$ cat src/rtl/wgacc_pkg.sv
// Shared types and constants for the Winograd F(2,3) tile accumulator.
// No dependencies; imported by every other file of the block.
`timescale 1ns / 1ps

package wgacc_pkg;

  localparam int unsigned TILE         = 4;            // tile edge
  localparam int unsigned GRID         = TILE * TILE;  // elements per tile
  localparam int unsigned DATA_W       = 8;            // data byte
  localparam int unsigned WGT_W        = 12;           // transformed weight
  localparam int unsigned T_W          = DATA_W + 1;   // after row pass
  localparam int unsigned V_W          = DATA_W + 2;   // after column pass
  localparam int unsigned PROD_W       = V_W + WGT_W;  // lane product
  localparam int unsigned ROW_W        = TILE * DATA_W;
  localparam int unsigned WROW_W       = TILE * WGT_W;
  localparam int unsigned OUT_W        = 32;
  localparam int unsigned ACC_BITS_DEF = 32;

  typedef logic [V_W-1:0]    v_t;
  typedef logic [WGT_W-1:0]  w_t;
  typedef logic [ROW_W-1:0]  drow_t;
  typedef logic [WROW_W-1:0] wrow_t;
  typedef logic [OUT_W-1:0]  out_t;

  // Lane strobes from the stage control in the top level, shared by all lanes.
  typedef struct packed {
    logic prod_load;  // capture v*w from the transform register
    logic consume;    // fold the held product into the accumulator
    logic last;       // held product closes the channel sum
  } lane_ctrl_t;

  // Strobes for the two output transform stages.
  typedef struct packed {
    logic sa_load;    // column pass register
    logic y_load;     // output register
  } merge_ctrl_t;

endpackage

$ cat src/rtl/wgacc_lane.sv
// One accumulator lane: registered product v*w and a wrapping accumulator.
// Depends on wgacc_pkg.
`timescale 1ns / 1ps

module wgacc_lane import wgacc_pkg::*; #(
  parameter int unsigned ACC_BITS = ACC_BITS_DEF
) (
  input  logic                clk_i,
  input  logic                rst_ni,
  input  lane_ctrl_t          ctrl_i,
  input  v_t                  v_i,
  input  w_t                  w_i,
  output logic [ACC_BITS-1:0] res_o
);

  logic [PROD_W-1:0]   v_x, w_x, prod_d, prod_q;
  logic [ACC_BITS-1:0] sum, acc_d, acc_q, res_q;

  assign v_x    = {{(PROD_W-V_W){v_i[V_W-1]}}, v_i};
  assign w_x    = {{(PROD_W-WGT_W){w_i[WGT_W-1]}}, w_i};
  assign prod_d = v_x * w_x;
  assign sum    = acc_q + {{(ACC_BITS-PROD_W){prod_q[PROD_W-1]}}, prod_q};

  always_comb begin
    acc_d = acc_q;
    if (ctrl_i.consume) begin
      acc_d = ctrl_i.last ? '0 : sum;
    end
  end

  always_ff @(posedge clk_i) begin
    if (ctrl_i.prod_load) begin
      prod_q <= prod_d;
    end
    if (ctrl_i.consume && ctrl_i.last) begin
      res_q <= sum;
    end
  end

  always_ff @(posedge clk_i or negedge rst_ni) begin
    if (!rst_ni) begin
      acc_q <= '0;
    end else begin
      acc_q <= acc_d;
    end
  end

  assign res_o = res_q;

  a_clear_on_last: assert property (@(posedge clk_i) disable iff (!rst_ni)
    ctrl_i.consume && ctrl_i.last |=> acc_q == '0)
    else $error("lane accumulator not cleared after last channel");

  a_hold_idle: assert property (@(posedge clk_i) disable iff (!rst_ni)
    !ctrl_i.consume |=> acc_q == $past(acc_q))
    else $error("lane accumulator changed without a consume");

endmodule

$ cat config.mk
export PLATFORM = sky130hd
export DESIGN_NAME = wgacc_lane
export DESIGN_NICKNAME = d
export VERILOG_FILES = /design/src/rtl/wgacc_pkg.sv /design/src/rtl/wgacc_lane.sv
export SDC_FILE = /design/constraint.sdc
export NUM_CORES = 1
export LEC_CHECK = 0
export BUFFER_PORTS_ARGS = -buffer_cell sky130_fd_sc_hd__buf_4
export CELL_PAD_IN_SITES_DETAIL_PLACEMENT = 0
export CELL_PAD_IN_SITES_GLOBAL_PLACEMENT = 2
export CORE_MARGIN = 3
export CORE_UTILIZATION = 41
export CTS_CLUSTER_DIAMETER = 150
export DETAILED_ROUTE_END_ITERATION = 8
export GPL_TIMING_DRIVEN = 0
export PLACE_DENSITY_LB_ADDON = 0.12
export SLEW_MARGIN = 5
export SYNTH_ARGS = -nofsm -noshare
export SYNTH_HDL_FRONTEND = slang
export SYNTH_SLANG_ARGS = --single-unit
$ cat constraint.sdc
create_clock -name clk_i -period 3.95 [get_ports clk_i]
set_input_delay 0.395 -clock clk_i [delete_from_list [all_inputs] [get_ports clk_i]]
set_output_delay 0.395 -clock clk_i [all_outputs]
set_load 0.1 [all_outputs]
==> flow_metrics.py <==
metrics = {
    "placement": {
        "post-place-ws_ns": -1.68,
        "placed_area_um2": 10200,
        "portBuffers": 46,
        "routabilityCongestion": 0.770,
        "dp.final_hpwl_um": 15500,
    },
    "sta": {
        "worst_slack_ns": -0.857,
        "finalHoldViolations": 0,
        "slew_headroom_pct": 49.8,
        "worst-slew-pin-transition_ns": 0.753,
        "setup_viol": 12,
        "hold_ws_ns": 0.0146,
        "fin_crit_ns": 4.81,
        "clock.fmax_mhz": 208,
        "report.final.slew_viol_count": 0,
        "tns_ns": -7.09,
        "clock-skew-final_ns": 0.0114,
        "post-route-period-util_pct": 122,
        "rsz0062_at_grt": "true",
    },
    "grt": {
        "track_usage_pct": 16.9,
        "grt_max_degree": 33,
        "grt_pass1_wl_um": 33300,
        "grt_overflow_total": 0,
        "antenna_found_initial": 0,
        "grt_pass1_vias": 6652,
    },
    "hold_path": {
        "hold_path_class": "input port to asynchronous set/reset pin",
    },
    "critical_path": {
        "end_kind": "register",
        "r2r_start": "prod_q[0]",
        "setup.worst_path.end": "prod_q[21]",
        "r2r_end": "res_o[28]",
        "crit_arrival_ns": 4.89,
        "path_max_fanout": 4,
        "required_ns": 4.03,
        "start_kind": "input port",
        "startpoint": "v_i[1]",
        "path_class": "input port to register",
        "rr_worst_depth": 11,
        "r2r_slack_ns": 0.46,
    },
    "cells_and_area": {
        "final_cell_mix": "inv_1 (146), fa_1 (103), ha_1 (73)",
        "areaGrowthSynthToFinish_pct": 21.2,
        "final_common_cell": "inv_1",
        "antennaDiodeCount": 0,
        "layout.nets": 1218,
        "fillers": 1961,
        "stdcell_area_um2": 11000,
        "drive_gt1_share_pct": 23.8,
    },
    "die": {
        "die_height_um": 155,
        "ioPinCount": 59,
        "dieArea_um2": 24000,
        "start_util_pct": 42.5,
        "die_x_um": 155,
        "core_area_um2": 21400,
        "std_cell_rows": 53,
    },
    "clock_tree": {
        "cts_max_level": 3,
        "cts_tree": "yes",
        "clockBufferDepth": 2,
        "root_buffer": "clkbuf_16",
        "cts.sink_count": 86,
        "insertion_delay_ns": 0.34,
        "numCtsBuffers": 9,
        "cts_hold_buf": 0,
        "clk_pin_slew_ns": 0.06,
    },
    "routing": {
        "drc": 0,
        "drtIter0Drc": 155,
        "vias": 6299,
        "drt-total-wl_um": 19500,
        "drtPass1Iterations": 4,
        "detail_route.wl_per_cell_um": 15.2,
        "antenna_left": 0,
        "routed_via_density": 4.92,
    },
    "logic_synthesis": {
        "ys_async_sr_fraction_pct": 37.2,
        "ys_ff_latch": 86,
        "post_synth_num_cell_types": 64,
        "synth_area_um2": 9110,
        "ys.flop_type": "edfxtp_1",
        "synth-edff-count": 54,
        "synth_nets": 1127,
        "seq_area_frac_synth_pct": 26.6,
        "synth_warnings": 0,
        "syn_area_per_cell_um2": 10.0,
        "netlist_instances": 908,
    },
    "flow_run": {
        "maxCapViolCount": 0,
    },
    "status": {
        "outcome": "finished, violations left",
        "violations": "setup timing",
    },
}
## cells by family after synthesis
family,after synthesis,share of synthesized area [%]
flops,86,26.6
fa+ha+maj,192,35.3
xor+xnor,51,4.90
compound gates,144,11.6
buf+inv,195,8.41
simple gates,240,13.2
## worst max-delay path, stage by stage
cell and delay [ns]:
buf_8 0.08, clkbuf_16 0.13, nand2_4 0.04, fa_1 0.52
inv_1 0.05, fa_1 0.50, inv_2 0.04, fa_1 0.47
inv_1 0.05, fa_1 0.47, inv_1 0.05, fa_1 0.51
inv_2 0.05, ha_4 0.28, nand2_2 0.05, o211ai_1 0.17
buf_4 0.16, a31oi_4 0.09, a211oi_2 0.24, o21a_1 0.18
o21a_1 0.16, o22ai_2 0.07, xnor2_1 0.12
## worst min path at each step
| stage | cells after the start | start | end |
|---|---|---|---|
| after global routing | 1 | rst_ni | acc_q[0] |
| after global placement | 1 | rst_ni | acc_q[0] |
| final | 1 | rst_ni | acc_q[0] |
| after CTS | 1 | rst_ni | acc_q[2] |
| after detailed placement | 1 | rst_ni | acc_q[5] |
| after floorplan | 0 | rst_ni | acc_q[0] |
## through the flow
stage | cells | util (%)
global placement | 1229 | 47.4
finish | 1279 | 51.5
global route | 1279 | 51.5
floorplan | 908 | -
CTS | 1275 | 51.1
detailed placement | 1229 | 47.4
## timing repair
item	CTS	global route
resized for setup	59	22
pin swaps	41	15
cloned	2	1
buffers inserted	29	3
setup endpoints to repair	13	14
## cells in the mapped netlist (27+ instances only)
cell      instances  share of area [%]
inv_1           161                6.6
fa_1            108                 24
ha_1             84                 12
nand2_1          78                3.2
edfxtp_1         54                 18
and2_1           52                3.6
xnor2_1          38                3.7
nor2_1           35                1.4
dfrtp_1          32                8.8
a21oi_1          30                1.6
nor2b_1          29                2.0
clkbuf_1         27                1.1
## flip-flops by register name (all words and copies together) (netlist names)
register	flops
acc_q	32
prod_q	22
res_o	32
## cell type report
class | count | area (um^2) | share of cell area (%)
multi-input cells | 627 | 6300 | 57.1
repair buffers | 80 | 677 | 6.13
flip-flops and latches | 86 | 2420 | 21.9
inverters | 162 | 613 | 5.55
clock inverters | 3 | 21.3 | 0.193
plain buffers | 33 | 408 | 3.69
clock buffers | 13 | 250 | 2.27
well taps | 275 | 344 | 3.12
## routing by layer
metal	vias up	global-route usage, %	share of wire, %
met5	-	0	0
met3	13	1.45	2.3
li1	3143	-	-
met4	0	3.99	1.2
met2	84	28.5	47
met1	3059	23.9	49
Power is left out: the tool's default activity adds up to more than one toggle a clock period on the data nets, which glitch-free logic cannot reach.
