--- config.mk ---
export PLATFORM = sky130hd
export DESIGN_NAME = wgacc_merge
export DESIGN_NICKNAME = d
export VERILOG_FILES = /design/src/rtl/wgacc_pkg.sv /design/src/rtl/wgacc_merge.sv
export SDC_FILE = /design/constraint.sdc
export NUM_CORES = 2
export LEC_CHECK = 0
export BUFFER_PORTS_ARGS = -buffer_cell sky130_fd_sc_hd__buf_4
export CAP_MARGIN = 20
export CORE_ASPECT_RATIO = 0.7
export CORE_MARGIN = 2
export CORE_UTILIZATION = 45
export DETAILED_ROUTE_END_ITERATION = 10
export GPL_TIMING_DRIVEN = 1
export PLACE_DENSITY_LB_ADDON = 0.3
export SYNTH_ARGS = -nofsm -noshare
export SYNTH_HDL_FRONTEND = slang
export SYNTH_SLANG_ARGS = --single-unit
--- constraint.sdc ---
create_clock -name clk_i -period 4.1 [get_ports clk_i]
set_clock_uncertainty 0.2 [all_clocks]
set_input_delay 0.82 -clock clk_i [delete_from_list [all_inputs] [get_ports clk_i]]
set_output_delay 0.82 -clock clk_i [all_outputs]
set_load 0.02 [all_outputs]
--- src/rtl/wgacc_pkg.sv ---
// Shared types and constants for the Winograd F(2,3) tile accumulator.
// No dependencies; imported by every other file of the block.
`timescale 1ns / 1ps

package wgacc_pkg;

  localparam int unsigned TILE         = 4;            // tile edge
  localparam int unsigned GRID         = TILE * TILE;  // elements per tile
  localparam int unsigned DATA_W       = 8;            // data byte
  localparam int unsigned WGT_W        = 12;           // transformed weight
  localparam int unsigned T_W          = DATA_W + 1;   // after row pass
  localparam int unsigned V_W          = DATA_W + 2;   // after column pass
  localparam int unsigned PROD_W       = V_W + WGT_W;  // lane product
  localparam int unsigned ROW_W        = TILE * DATA_W;
  localparam int unsigned WROW_W       = TILE * WGT_W;
  localparam int unsigned OUT_W        = 32;
  localparam int unsigned ACC_BITS_DEF = 32;

  typedef logic [V_W-1:0]    v_t;
  typedef logic [WGT_W-1:0]  w_t;
  typedef logic [ROW_W-1:0]  drow_t;
  typedef logic [WROW_W-1:0] wrow_t;
  typedef logic [OUT_W-1:0]  out_t;

  // Lane strobes from the stage control in the top level, shared by all lanes.
  typedef struct packed {
    logic prod_load;  // capture v*w from the transform register
    logic consume;    // fold the held product into the accumulator
    logic last;       // held product closes the channel sum
  } lane_ctrl_t;

  // Strobes for the two output transform stages.
  typedef struct packed {
    logic sa_load;    // column pass register
    logic y_load;     // output register
  } merge_ctrl_t;

endpackage

--- src/rtl/wgacc_merge.sv ---
// Output transform A^T M A over the sixteen lane sums, two register stages.
// Depends on wgacc_pkg.
`timescale 1ns / 1ps

module wgacc_merge import wgacc_pkg::*; #(
  parameter int unsigned ACC_BITS = ACC_BITS_DEF
) (
  input  logic                clk_i,
  input  merge_ctrl_t         ctrl_i,
  input  logic [ACC_BITS-1:0] res_i [GRID],
  output out_t                y_o   [4]
);

  out_t m [GRID];
  out_t sa_d [2][TILE];
  out_t sa_q [2][TILE];
  out_t y_d [4];
  out_t y_q [4];

  // Lane sums read as signed ACC_BITS values, truncated or sign-extended to 32 bits.
  for (genvar k = 0; k < GRID; k++) begin : g_m
    if (ACC_BITS >= OUT_W) begin : g_trunc
      assign m[k] = res_i[k][OUT_W-1:0];
    end else begin : g_sext
      assign m[k] = {{(OUT_W-ACC_BITS){res_i[k][ACC_BITS-1]}}, res_i[k]};
    end
  end

  always_comb begin
    for (int j = 0; j < TILE; j++) begin
      sa_d[0][j] = m[j] + m[TILE+j] + m[2*TILE+j];
      sa_d[1][j] = m[TILE+j] - m[2*TILE+j] - m[3*TILE+j];
    end
    for (int i = 0; i < 2; i++) begin
      y_d[2*i]   = sa_q[i][0] + sa_q[i][1] + sa_q[i][2];
      y_d[2*i+1] = sa_q[i][1] - sa_q[i][2] - sa_q[i][3];
    end
  end

  always_ff @(posedge clk_i) begin
    if (ctrl_i.sa_load) begin
      sa_q <= sa_d;
    end
    if (ctrl_i.y_load) begin
      y_q <= y_d;
    end
  end

  assign y_o = y_q;

endmodule

==> results.sh <==
export IMPL_vdd_drop_max_mv=0.453
export IMPL_synth_top_family_by_area="adder cells"
export IMPL_drive_gt1_share_pct=24.6
export IMPL_fillCellCount=7462
export IMPL_slew_viol_final=0
export IMPL_synth_area_per_cell_sq_um=10.4
export IMPL_cts_buffers=47
export IMPL_hold_path_class="in -> reg"
export IMPL_die_area_sq_mm=0.0899
export IMPL_synth_xor_area_share_pct=7.90
export IMPL_instances_no_fill=6042
export IMPL_cts_root_buf="clkbuf_16"
export IMPL_drt_iter0_markers=2780
export IMPL_synthArstFlopShare_pct=0
export IMPL_slew_headroom_pct=31.9
export IMPL_finalCritPeriodShare_pct=96.9
export IMPL_yosysTopAreaCellShare_pct=29.3
export IMPL_path_buf_inv=1
export IMPL_seq_area_frac_synth_pct=29.3
export IMPL_synthAdderAreaFrac_pct=31.2
export IMPL_floorplan_initialDensity_pct=45.6
export IMPL_std_cell_rows=90
export IMPL_synthFlopType="edfxtp_1"
export IMPL_worst_path_stages=12
export IMPL_die_h_microns=251
export IMPL_dp_hpwl_microns=115000
export IMPL_criticalPathCategory="reg -> reg"
export IMPL_synthMuxAreaShare_pct=0.0763
export IMPL_grt_pass1_wl_microns=196000
export IMPL_core_area_sq_mm=0.0864
export IMPL_drc=0
export IMPL_max_freq_mhz=252
export IMPL_syn_to_final_growth_pct=28.1
export IMPL_syn_inst=3790
export IMPL_synth_warnings=0
export IMPL_hold_path_cell_count=3
export IMPL_setup_ws_ns=0.127
export IMPL_hold_buffers=0
export IMPL_place_inst=5948
export IMPL_p_leak_nw=23.6
export IMPL_dp_slack_ns=-0.633
export IMPL_crit_slowest_cell="edfxtp_1"
export IMPL_path_cells="inv_1 > fa_1 > ha_1 > a21oi_1 > o21ai_1 > a221o_1 > o21a_1 > a31oi_2 > nor2_1 > o41a_1 > o21ai_1 > xnor2_1"
export IMPL_die_x_microns=357
export IMPL_fin_util_pct=58.4
export IMPL_antenna_left=0
export IMPL_seq_area_sq_mm=0.0115
export IMPL_path_max_fanout=5
export IMPL_multi_input_area_sq_mm=0.0259
export IMPL_final_nets=6121
export IMPL_gr_total_overflow=0
export IMPL_arrival_ns=4.10
export IMPL_yosysMostFrequentCell="inv_1"
export IMPL_wl_per_cell_microns=22.0
export IMPL_r2r_cells=12
export IMPL_crit_top_cell="o21ai_1"
export IMPL_status="finished, final reports clean"
export IMPL_antenna_found_initial=21
export IMPL_slowest_delay_ns=0.51
export IMPL_end_kind="flip-flop"
export IMPL_synth_compound_area_share_pct=17.5
export IMPL_cts_max_level=2
export IMPL_vias_per_cell=5.46
export IMPL_cp_start_kind="flip-flop"
export IMPL_netlist_area_sq_mm=0.0394
export IMPL_drt_wl_total_microns=133000
export IMPL_synth_top_area_cell="edfxtp_1"
export IMPL_grt_pass1_vias=32700
export IMPL_vias=33000
export IMPL_setup_tns_final_ns=0
export IMPL_synth_nets=5061
export IMPL_finalSetupViolations=0
export IMPL_gp_congestion=1.01
export IMPL_synth_edf_count=384
export IMPL_clk_path_buf_depth=3
export IMPL_cp_data_required_time_ns=4.22
export IMPL_grt_max_degree=129
export IMPL_clkTransAtPathRegs_ns=0.07
export IMPL_firstDrtPassIters=7
export IMPL_yosysUniqueCellTypes=85
export IMPL_netlist_top_cells_area="edfxtp_1 (29%), fa_1 (19%), ha_1 (12%)"
export IMPL_hold_viol_final=0
export IMPL_clock_sink_count=384
export IMPL_synth_commonest_cells="inv_1 (484), edfxtp_1 (384), fa_1 (378), ha_1 (378), a21oi_1 (305)"
export IMPL_clk_latency_ns=0.62
export IMPL_period_minus_slack_ns=3.97
export IMPL_hold_ws_ns=0.469
export IMPL_p_per_area_mw_per_mm2=781
export IMPL_numPortBuffers=642
export IMPL_synthSimpleGateAreaFrac_pct=8.92
export IMPL_cts_tree="done"
export IMPL_ys_seq_elements=384
export IMPL_max_cap_viol_count=0
export IMPL_grt_use_total_pct=29.4
export IMPL_critical_path_top_delay_family="compound AO/OA/AOI/OAI gates"
export IMPL_pin_count=643
export IMPL_tightest_slew_ns=1.02
-- repair_timing --
action                     CTS  global route
setup endpoints to repair    1            16
pin swaps                    0             4
buffers inserted             0             3
gates resized for setup      1            17
-- worst register-to-register path: cells and delay by family, from the launching register on --
family	cells	cell delay (ns)
AOI/OAI and AO/OA	7	1.83
buffers and inverters	1	0.11
adders and majority gates	2	0.80
and+or+nand+nor	1	0.10
xor gates and xnor gates	1	0.13
DFF	1	0.51
-- logic make-up (layout without fill, tap and decap cells) --
kind of cell | after synthesis | after routing
buffers and inverters | 533 | 1629
XOR/XNOR | 355 | 355
AO/OA/AOI/OAI | 1042 | 1042
AND/OR/NAND/NOR | 717 | 717
adder cells (fa/ha/maj) | 756 | 756
multiplexers | 3 | 3
flip-flops | 384 | 384
other | 0 | 6
-- state kept, by name (all words and copies together) (netlist names) --
signal  count
sa_q      256
y_o       128
-- report_power, final --
group          leakage (nW)  internal (mW)  switching [mW]  total, mW
registers              3.76           7.27            1.19       8.47
logic                  19.0           11.5            14.8       26.3
clock network         0.775           2.65            1.88       4.53
-- metrics by stage --
| stage | instance area [sq um] | power [mW] |
|---|---|---|
| 2_1_floorplan | 39400 | 24.8 |
| 3_3_place_gp | 48600 | 33.8 |
| 3_5_place_dp | 48600 | 34.1 |
| 4_1_cts | 50300 | 38.8 |
| 5_1_grt | 50400 | 42.2 |
| 6_report | 50400 | 39.3 |
-- final timing paths --
path              endpoint       start  slack (ns)
setup / recovery   y_o[31]    sa_q[37]        0.13
hold / removal    sa_q[32]  res_i[289]        0.47
setup reg to reg   y_o[31]    sa_q[37]        0.13
hold reg to reg    y_o[97]   sa_q[225]        0.53
-- routing by layer --
layer / up-vias / track usage, % / wire length [microns]
li1: 15500 / - / -
met1: 16100 / 45.2 / 62200
met2: 1239 / 42.7 / 56100
met3: 150 / 5.40 / 12000
met4: 8 / 6.28 / 2820
met5: - / 0 / 50
-- cell usage in the layout (no fill, tap or decap), drive strengths merged, types with 32 or more instances in the layout --
cell	netlist	final
nand4	37	37
nand2	169	169
a211oi	36	36
fa	378	378
inv	484	487
edfxtp	384	384
a21o	205	205
buf	5	1060
nor3	38	38
o21a	63	63
a21oi	308	308
o21ai	175	175
ha	378	378
and3	32	32
nand3	61	61
nor2	201	201
a31oi	32	32
nand2b	46	46
clkbuf	44	49
o21bai	43	43
xor2	128	128
nor2b	40	40
xnor2	227	227
-- area by class of cell --
class	count	area share, %
Antenna cell	6	0.0298
Clock inverter	36	0.854
Tap cell	1150	2.85
Multi-Input combinational cell	2873	51.5
Timing Repair Buffer	1060	15.9
Clock buffer	49	2.39
Inverter	484	3.60
Sequential cell	384	22.9
Note: power is estimated with default switching activity, not from simulation.
