File: config.mk
export PLATFORM = sky130hd
export DESIGN_NAME = wgacc_in_xform
export DESIGN_NICKNAME = d
export VERILOG_FILES = /design/src/rtl/wgacc_pkg.sv /design/src/rtl/wgacc_in_xform.sv
export SDC_FILE = /design/constraint.sdc
export NUM_CORES = 1
export LEC_CHECK = 0
export ABC_AREA = 1
export BUFFER_PORTS_ARGS = -buffer_cell sky130_fd_sc_hd__buf_2
export CAP_MARGIN = 25
export CORE_AREA = 3 3 264 266
export DETAILED_ROUTE_END_ITERATION = 8
export DIE_AREA = 0 0 267 269
export SYNTH_ARGS = -nofsm -noshare
export SYNTH_HDL_FRONTEND = slang
export SYNTH_SLANG_ARGS = --single-unit
export TNS_END_PERCENT = 5
File: constraint.sdc
create_clock -name clk_i -period 6.8 [get_ports clk_i]
set_clock_uncertainty 0.2 [all_clocks]
set_input_delay 0 -clock clk_i [delete_from_list [all_inputs] [get_ports clk_i]]
set_output_delay 0 -clock clk_i [all_outputs]
set_load 0.02 [all_outputs]
File: src/rtl/wgacc_pkg.sv
// Shared types and constants for the Winograd F(2,3) tile accumulator.
// No dependencies; imported by every other file of the block.
`timescale 1ns / 1ps

package wgacc_pkg;

  localparam int unsigned TILE         = 4;            // tile edge
  localparam int unsigned GRID         = TILE * TILE;  // elements per tile
  localparam int unsigned DATA_W       = 8;            // data byte
  localparam int unsigned WGT_W        = 12;           // transformed weight
  localparam int unsigned T_W          = DATA_W + 1;   // after row pass
  localparam int unsigned V_W          = DATA_W + 2;   // after column pass
  localparam int unsigned PROD_W       = V_W + WGT_W;  // lane product
  localparam int unsigned ROW_W        = TILE * DATA_W;
  localparam int unsigned WROW_W       = TILE * WGT_W;
  localparam int unsigned OUT_W        = 32;
  localparam int unsigned ACC_BITS_DEF = 32;

  typedef logic [V_W-1:0]    v_t;
  typedef logic [WGT_W-1:0]  w_t;
  typedef logic [ROW_W-1:0]  drow_t;
  typedef logic [WROW_W-1:0] wrow_t;
  typedef logic [OUT_W-1:0]  out_t;

  // Lane strobes from the stage control in the top level, shared by all lanes.
  typedef struct packed {
    logic prod_load;  // capture v*w from the transform register
    logic consume;    // fold the held product into the accumulator
    logic last;       // held product closes the channel sum
  } lane_ctrl_t;

  // Strobes for the two output transform stages.
  typedef struct packed {
    logic sa_load;    // column pass register
    logic y_load;     // output register
  } merge_ctrl_t;

endpackage

File: src/rtl/wgacc_in_xform.sv
// Input transform B^T d B on one 4x4 byte tile, registered with the weights.
// Depends on wgacc_pkg.
`timescale 1ns / 1ps

module wgacc_in_xform import wgacc_pkg::*; (
  input  logic  clk_i,
  input  logic  load_i,
  input  drow_t data_i [TILE],
  input  wrow_t wgt_i  [TILE],
  output v_t    v_o    [GRID],
  output w_t    w_o    [GRID]
);

  logic [DATA_W-1:0] d [TILE][TILE];
  logic [T_W-1:0]    t [TILE][TILE];
  logic [T_W-1:0]    dx [TILE][TILE];
  v_t                tx [TILE][TILE];
  v_t                v_d [GRID];
  w_t                w_d [GRID];
  v_t                v_q [GRID];
  w_t                w_q [GRID];

  // Modular arithmetic on sign-extended operands: the values never overflow
  // the widths, so the low bits carry the exact two's-complement result.
  always_comb begin
    for (int i = 0; i < TILE; i++) begin
      for (int j = 0; j < TILE; j++) begin
        d[i][j]  = data_i[i][j*DATA_W +: DATA_W];
        dx[i][j] = {d[i][j][DATA_W-1], d[i][j]};
        w_d[i*TILE+j] = wgt_i[i][j*WGT_W +: WGT_W];
      end
    end
    // rows: t = B^T d
    for (int j = 0; j < TILE; j++) begin
      t[0][j] = dx[0][j] - dx[2][j];
      t[1][j] = dx[1][j] + dx[2][j];
      t[2][j] = dx[2][j] - dx[1][j];
      t[3][j] = dx[1][j] - dx[3][j];
    end
    for (int i = 0; i < TILE; i++) begin
      for (int j = 0; j < TILE; j++) begin
        tx[i][j] = {t[i][j][T_W-1], t[i][j]};
      end
    end
    // columns: v = t B
    for (int i = 0; i < TILE; i++) begin
      v_d[i*TILE+0] = tx[i][0] - tx[i][2];
      v_d[i*TILE+1] = tx[i][1] + tx[i][2];
      v_d[i*TILE+2] = tx[i][2] - tx[i][1];
      v_d[i*TILE+3] = tx[i][1] - tx[i][3];
    end
  end

  always_ff @(posedge clk_i) begin
    if (load_i) begin
      v_q <= v_d;
      w_q <= w_d;
    end
  end

  assign v_o = v_q;
  assign w_o = w_q;

endmodule

==> impl_metrics.env, run 1 <==
export IMPL_place_area_um2=25400
export IMPL_netlist_instances=1828
export IMPL_ys_ff_latch=348
export IMPL_dr_max_layer_used="met5"
export IMPL_grt_max_degree=158
export IMPL_synth_warnings=0
export IMPL_nFillCells=6439
export IMPL_cts_tree="built"
export IMPL_cts_resized=0
export IMPL_ir_drop_v=0.000241
export IMPL_htree_levels=2
export IMPL_antenna_found_initial=48
export IMPL_cp_end_kind="register"
export IMPL_clock_sinks=348
export IMPL_synthToLayoutAreaGrowth_pct=44.4
export IMPL_clk_pin_slew_worst_paths_ns=0.06
export IMPL_finalHoldViolCount=0
export IMPL_required_ns=6.91
export IMPL_dp_cells=3364
export IMPL_vias=17900
export IMPL_p_per_area_nw_per_um2=326
export IMPL_dieHeight_um=269
export IMPL_met2WireLength_um=45200
export IMPL_hpwlAfterDp_um=76000
export IMPL_rsz0062_at_grt="no"
export IMPL_num_rows=95
export IMPL_post_route_min_period_ns=3.35
export IMPL_syn_area_per_cell_um2=11.5
export IMPL_io_buffers=673
export IMPL_track_usage_pct=24.1
export IMPL_start_kind="input port"
export IMPL_cts_buffer_depth=3
export IMPL_synth_most_common_cell="inv_1"
export IMPL_max_freq_ghz=0.298
export IMPL_synth_area_leaders="edfxtp_1 50%, ha_1 13%, fa_1 8.2%, inv_1 6.6%, xor2_1 5.7%"
export IMPL_multi_input_area_um2=9040
export IMPL_yosys_top_cells_count="368 x inv_1, 348 x edfxtp_1, 215 x ha_1"
export IMPL_dieArea_um2=71800
export IMPL_p_leak_nw=14.3
export IMPL_post_cts_buffers=0
export IMPL_synth_flop_cell="edfxtp_1"
export IMPL_synth_top_area_share_pct=49.9
export IMPL_route_met3_wl_um=7360
export IMPL_numCtsBuffers=41
export IMPL_ys_types=38
export IMPL_grt_pass1_wl_um=124000
export IMPL_core_area_um2=67300
export IMPL_hold_path_class="input port to register"
export IMPL_routed_wl_um=89600
export IMPL_register_area_um2=10500
export IMPL_netlist_area_um2=21000
export IMPL_drt_iter0_drc=1182
export IMPL_critPathMaxFanout=4
export IMPL_critPathKind="input port to register"
export IMPL_max_slew_margin_pct=35.4
export IMPL_synth_edff_count=348
export IMPL_grt_overflow_total=0
export IMPL_root_buffer="clkbuf_16"
export IMPL_io_pins=674
export IMPL_vias_per_cell=4.69
export IMPL_setup_viol=0
export IMPL_yosysSeqAreaShare_pct=49.9
export IMPL_final_area_um2=30300
export IMPL_maxCapViolCount=0
export IMPL_drive_gt1_share_pct=26.1
export IMPL_syn_nets=2451
export IMPL_period_share_pct=49.3
export IMPL_nNetsFinal=3507
export IMPL_die_w_um=267
export IMPL_drt_met1_wl_um=33000
export IMPL_drc_errors=0
export IMPL_outcome="complete, no violations"
export IMPL_avgRoutedWirePerCell_um=23.5
export IMPL_synth_area_leader_cell="edfxtp_1"
export IMPL_critPathArrivalTime_ns=3.47
export IMPL_fin_cells=3816
export IMPL_antenna_left=0
export IMPL_dr_pass1_iters=6
export IMPL_tightest_slew_ns=0.968
export IMPL_synthArstFlopShare_pct=0
export IMPL_finalMaxSlewViolations=0
export IMPL_start_util_pct=31.1
export IMPL_place_gp_congestion=0.904
export IMPL_first_global_vias=18500
export IMPL_setup_tns_ns=0
-- cells in the final DEF, fill, tap and decap left out, types with 3 or more instances in the layout --
master / netlist / routed
o31ai_2: 5 / 5
nand2_1: 177 / 177
fa_1: 86 / 86
nor3_1: 26 / 26
o21ai_1: 5 / 5
clkinv_1: 0 / 9
xor2_1: 137 / 137
edfxtp_1: 348 / 348
clkinv_2: 0 / 6
dlygate4sd3_1: 0 / 350
a21o_1: 10 / 10
o31ai_1: 10 / 10
o311ai_0: 4 / 4
o21ai_0: 26 / 26
o211ai_1: 9 / 9
ha_1: 215 / 215
o21bai_1: 24 / 24
nor2_1: 75 / 75
diode_2: 0 / 29
bufinv_16: 0 / 3
xnor2_1: 33 / 33
inv_1: 368 / 368
nand3_2: 4 / 4
buf_2: 5 / 672
a22oi_1: 6 / 6
clkbuf_1: 4 / 10
a21oi_1: 151 / 151
clkbuf_16: 0 / 42
nor4_1: 4 / 4
nand4_1: 24 / 24
nand2_2: 12 / 12
nand3_1: 39 / 39
-- path summary, 6_finish.rpt --
check | cells past startpoint | from | slack (ns) | endpoint
worst min-delay path | 2 | wgt_i[38] | 0.02 | w_o[2]
worst max-delay path | 15 | data_i[16] | 3.45 | v_o[37]
-- layer usage --
metal / vias to the layer above / track usage, %
li1: 8292 / -
met1: 8673 / 26.3
met2: 701 / 43.0
met3: 193 / 7.66
met4: 26 / 10.6
met5: - / 0
-- metrics by stage --
stage | utilization, % | setup slack, ns | power [mW] | hold slack (ns)
final | 45.0 | 3.45 | 9.85 | 0.0223
after global routing | 44.9 | 3.24 | 10.5 | 0.00125
after CTS | 44.8 | 3.55 | 9.94 | 0.00121
after detailed placement | 37.7 | 2.96 | 7.52 | -0.0219
after global placement | 37.7 | 3.00 | 7.51 | -0.0232
after floorplan | - | 3.76 | 5.98 | -0.101
-- report_power, final --
group	switching (mW)	internal [mW]	total [mW]
clock	0.920	1.25	2.17
sequential	0.178	3.10	3.28
combinational	2.85	1.56	4.40
-- worst max-delay path: stages --
cell	delay (ns)
dlygate4sd3_1	0.53
buf_2	0.15
ha_1	0.15
inv_1	0.06
fa_1	0.40
xor2_1	0.49
fa_1	0.51
inv_1	0.06
ha_1	0.26
a21oi_1	0.20
o21ai_0	0.14
a21oi_1	0.23
nor2_1	0.07
nor2_1	0.13
xnor2_1	0.08
-- flip-flops by register name, summed over array words and instances, names as in the netlist --
name	flops
v_o	156
w_o	192
-- area by class of cell --
type / instances / share of cell area, %
Timing Repair Buffer: 1026 / 22.9
Multi-Input combinational cell: 1097 / 29.9
Sequential cell: 348 / 34.5
Tap cell: 873 / 3.61
Inverter: 370 / 4.59
Antenna cell: 29 / 0.240
Clock inverter: 21 / 0.658
Clock buffer: 52 / 3.60
-- timing repair --
| item | 4_1_cts | 5_1_grt |
|---|---|---|
| setup endpoints to repair | 0 | 0 |
| hold buffers | 348 | 2 |
| hold endpoints to repair | 304 | 2 |
-- cells by family after synthesis --
group,Yosys count,synth area share (%)
adders and majority gates,301,21.1
buffers and inverters,383,6.96
AOI/OAI and AO/OA,259,7.33
xor gates and xnor gates,170,7.11
DFF,348,49.9
and+or+nand+nor,367,7.67
(Power assumes the default switching activity.)
==> run 2, diff against run 1 <==
--- a/config.mk
+++ b/config.mk
@@ -5,12 +5,12 @@
 export SDC_FILE = /design/constraint.sdc
 export NUM_CORES = 1
 export LEC_CHECK = 0
-export ABC_AREA = 1
+export ABC_AREA = 0
 export BUFFER_PORTS_ARGS = -buffer_cell sky130_fd_sc_hd__buf_2
 export CAP_MARGIN = 25
-export CORE_AREA = 3 3 264 266
+export CORE_AREA = 3 3 260 262
 export DETAILED_ROUTE_END_ITERATION = 8
-export DIE_AREA = 0 0 267 269
+export DIE_AREA = 0 0 263 265
 export SYNTH_ARGS = -nofsm -noshare
 export SYNTH_HDL_FRONTEND = slang
 export SYNTH_SLANG_ARGS = --single-unit
==> constraint.sdc (replaced) <==
create_clock -name clk_i -period 2.85 [get_ports clk_i]
set_clock_uncertainty 0.2 [all_clocks]
set_input_delay 0 -clock clk_i [delete_from_list [all_inputs] [get_ports clk_i]]
set_output_delay 0 -clock clk_i [all_outputs]
set_load 0.02 [all_outputs]
==> run 2 against run 1 <==
- the run now ends with negative hold slack, negative setup slack left
- worst setup slack worse by 3.8 ns
- total power grew to 2.6 times the previous value
- combinational power grew to 2.9 times the previous value
- wire length fell by 0.46%
- sequential cell count is the same
- clock power rose by 130%
- final area increased by 12%
- count of clock-buffer cells in the layout is the same
- global-route usage is 0.47 points higher
- utilization rose by 6.6 points
- sequential share of layout area fell by 3.7 points
- critical path type unchanged
- critical endpoint is now v_o[79]
- largest power group unchanged
==> impl_metrics.env, run 2 <==
export IMPL_clock_sinks=348
export IMPL_rsz0062_at_grt="yes"
export IMPL_cp_end_kind="register"
export IMPL_synthArstFlopShare_pct=0
export IMPL_worstHoldEndpoint="w_o[157]"
export IMPL_first_global_vias=19000
export IMPL_critPathArrivalTime_ns=3.29
export IMPL_nFillCells=5822
export IMPL_p_int_mw=16.2
export IMPL_violations="negative hold slack, negative setup slack"
export IMPL_yosysSeqAreaShare_pct=51.4
export IMPL_core_area_um2=65600
export IMPL_crit_chain="buf_12 > clkinv_4 > ha_4 > inv_4 > fa_2 > a21o_1 > a21oi_2 > o21bai_2 > a21oi_2 > nor2_1 > nor3_1 > mux2_4 > inv_2 > fa_2 > xor2_4 > or4_1 > and3_1"
export IMPL_netlist_instances=1579
export IMPL_synth_flop_cell="edfxtp_1"
export IMPL_pwr_share_comb_pct=49.9
export IMPL_critPathKind="input port to register"
export IMPL_outcome="finished, violations left"
export IMPL_worstHoldPathCells=2
export IMPL_antenna_found_initial=47
export IMPL_grt_pass1_wl_um=125000
export IMPL_setup_tns_ns=-2.14
export IMPL_numCtsBuffers=43
export IMPL_synth_warnings=0
export IMPL_cts_buffer_depth=3
export IMPL_clk_pin_slew_worst_paths_ns=0.07
export IMPL_htree_levels=2
export IMPL_dr_pass1_iters=5
export IMPL_yosys_top_cells_count="348 x edfxtp_1, 302 x inv_1, 215 x ha_1"
export IMPL_grt_max_degree=89
export IMPL_cpMaxStageDelayCell="fa_2"
export IMPL_hold_path_class="input port to register"
export IMPL_final_area_um2=33900
export IMPL_slowest_delay_ns=0.66
export IMPL_postLayoutCoreUtil_pct=51.6
export IMPL_drt_iter0_drc=1164
export IMPL_power_total_mw=25.7
export IMPL_final_cell_mix="667 x buf_2, 428 x buf_4, 351 x dlygate4sd3_1"
export IMPL_sequentialPowerShare_pct=30.6
export IMPL_cts_tree="built"
export IMPL_finalHoldViolCount=1
export IMPL_switching_share_pct=37.1
export IMPL_dieHeight_um=265
export IMPL_dp_cells=3515
export IMPL_fin_cells=3985
export IMPL_synthToLayoutAreaGrowth_pct=66.4
export IMPL_die_w_um=263
export IMPL_maxCapViolCount=0
export IMPL_synth_edff_count=348
export IMPL_track_usage_pct=24.5
export IMPL_required_ns=2.98
export IMPL_tightest_slew_ns=0.486
export IMPL_pre_cts_ws_ns=-0.979
export IMPL_p_leak_nw=15.8
export IMPL_io_buffers=673
export IMPL_drive_gt1_share_pct=43.0
export IMPL_max_slew_margin_pct=67.6
export IMPL_largest_reg_flops=192
export IMPL_whs_ns=-0.00291
export IMPL_synth_top_area_share_pct=51.4
export IMPL_drc_errors=0
export IMPL_start_util_pct=31.0
export IMPL_post_route_min_period_ns=3.16
export IMPL_vias=18000
export IMPL_p_clk_share_pct=19.5
export IMPL_dieArea_um2=69700
export IMPL_vias_per_cell=4.51
export IMPL_layout_commonest_cell="buf_2"
export IMPL_synth_area_leader_cell="edfxtp_1"
export IMPL_period_share_pct=111
export IMPL_nNetsFinal=3687
export IMPL_finalMaxSlewViolations=0
export IMPL_switchingPower_mw=9.56
export IMPL_syn_area_per_cell_um2=12.9
export IMPL_fin_ws_ns=-0.307
export IMPL_antenna_left=0
export IMPL_p_per_area_nw_per_um2=760
export IMPL_ys_ff_latch=348
export IMPL_io_pins=674
export IMPL_register_area_um2=10500
export IMPL_routed_wl_um=89200
export IMPL_multi_input_area_um2=9590
export IMPL_min_from="wgt_i[169]"
export IMPL_syn_nets=2202
export IMPL_max_freq_ghz=0.317
export IMPL_critPathMaxFanout=6
export IMPL_place_gp_congestion=0.965
export IMPL_avgRoutedWirePerCell_um=22.4
export IMPL_ir_drop_v=0.000525
export IMPL_num_rows=94
export IMPL_grt_overflow_total=0
export IMPL_ys_types=50
export IMPL_root_buffer="clkbuf_16"
export IMPL_synth_area_leaders="edfxtp_1 51%, ha_1 13%, fa_1 8.5%, inv_1 5.6%, xnor2_1 4.5%"
export IMPL_setup_viol=15
export IMPL_netlist_area_um2=20300
export IMPL_place_area_um2=28200
export IMPL_hpwlAfterDp_um=74600
export IMPL_start_kind="input port"
export IMPL_synth_most_common_cell="edfxtp_1"
==> run 2: changes by cell type in the layout (fill, tap and decap cells not counted), sizes merged, moves of 35 or more <==
cell / change
inv: -71
xor2: -77
nor2: -53
nand2: -172
buf: +431
nand3: -43
a21oi: -35
xnor2: +72
==> run 2: layout make-up <==
class                           instances  share of cell area (%)
Sequential cell                       348                    30.9
Inverter                              302                    3.40
Multi-Input combinational cell        910                    28.3
Timing Repair Buffer                 1459                    30.3
Antenna cell                           25                   0.185
Clock inverter                         25                   0.429
Tap cell                              864                    3.19
Clock buffer                           52                    3.28
==> run 2: worst max path at each step <==
| stage | end | cells after the start | from | slack (ns) |
|---|---|---|---|---|
| after floorplan | v_o[9] | 15 | data_i[72] | -0.46 |
| after global placement | v_o[49] | 17 | data_i[40] | -0.88 |
| after detailed placement | v_o[79] | 15 | data_i[81] | -0.98 |
| after CTS | v_o[9] | 17 | data_i[72] | -0.23 |
| after global routing | v_o[79] | 17 | data_i[48] | -0.40 |
| final | v_o[79] | 17 | data_i[48] | -0.31 |
==> run 2: cell families (layout without fill, tap and decap cells) <==
logic type / after synthesis / after routing / share of synthesized area, %
flip-flops: 348 / 348 / 51.4
buffers and inverters: 321 / 1838 / 6.00
multiplexers: 8 / 8 / 0.424
AO/OA/AOI/OAI: 307 / 307 / 10.0
AND/OR/NAND/NOR: 129 / 129 / 3.40
XOR/XNOR: 165 / 165 / 7.10
other: 0 / 25 / 0
adder cells (fa/ha/maj): 301 / 301 / 21.7
==> run 2: routing by layer <==
layer  share of wire (%)  wire [um]  global-route usage (%)  up-vias
met2                  52      46800                    45.6      591
met5               0.092         82                       0        -
met3                 6.4       5680                    6.57      176
met1                  36      32500                    26.4     8703
li1                    -          -                       -     8474
met4                 4.7       4200                    9.94       14
==> run 2: critical path, delay by kind of cell <==
| kind | cells | cell delay [ns] |
|---|---|---|
| buf+inv | 4 | 0.23 |
| xor+xnor | 1 | 0.12 |
| simple gates | 4 | 0.92 |
| mux | 1 | 0.18 |
| fa+ha+maj | 3 | 1.18 |
| compound gates | 4 | 0.64 |
==> run 2: power groups by stage <==
stage / Combinational, mW / Clock, mW / Sequential (mW)
3_3_place_gp: 11.5 / 0 / 7.96
4_1_cts: 12.4 / 5.14 / 7.88
3_5_place_dp: 11.7 / 0 / 7.95
5_1_grt: 13.9 / 5.37 / 7.97
6_report: 12.9 / 5.01 / 7.88
2_1_floorplan: 4.67 / 0 / 9.32
==> run 2: timing repair <==
action,4_1_cts,5_1_grt
setup endpoints to repair,22,41
setup buffers,6,11
resized for setup,38,105
hold buffers,350,1
pin swaps,22,47
hold endpoints to repair,567,1
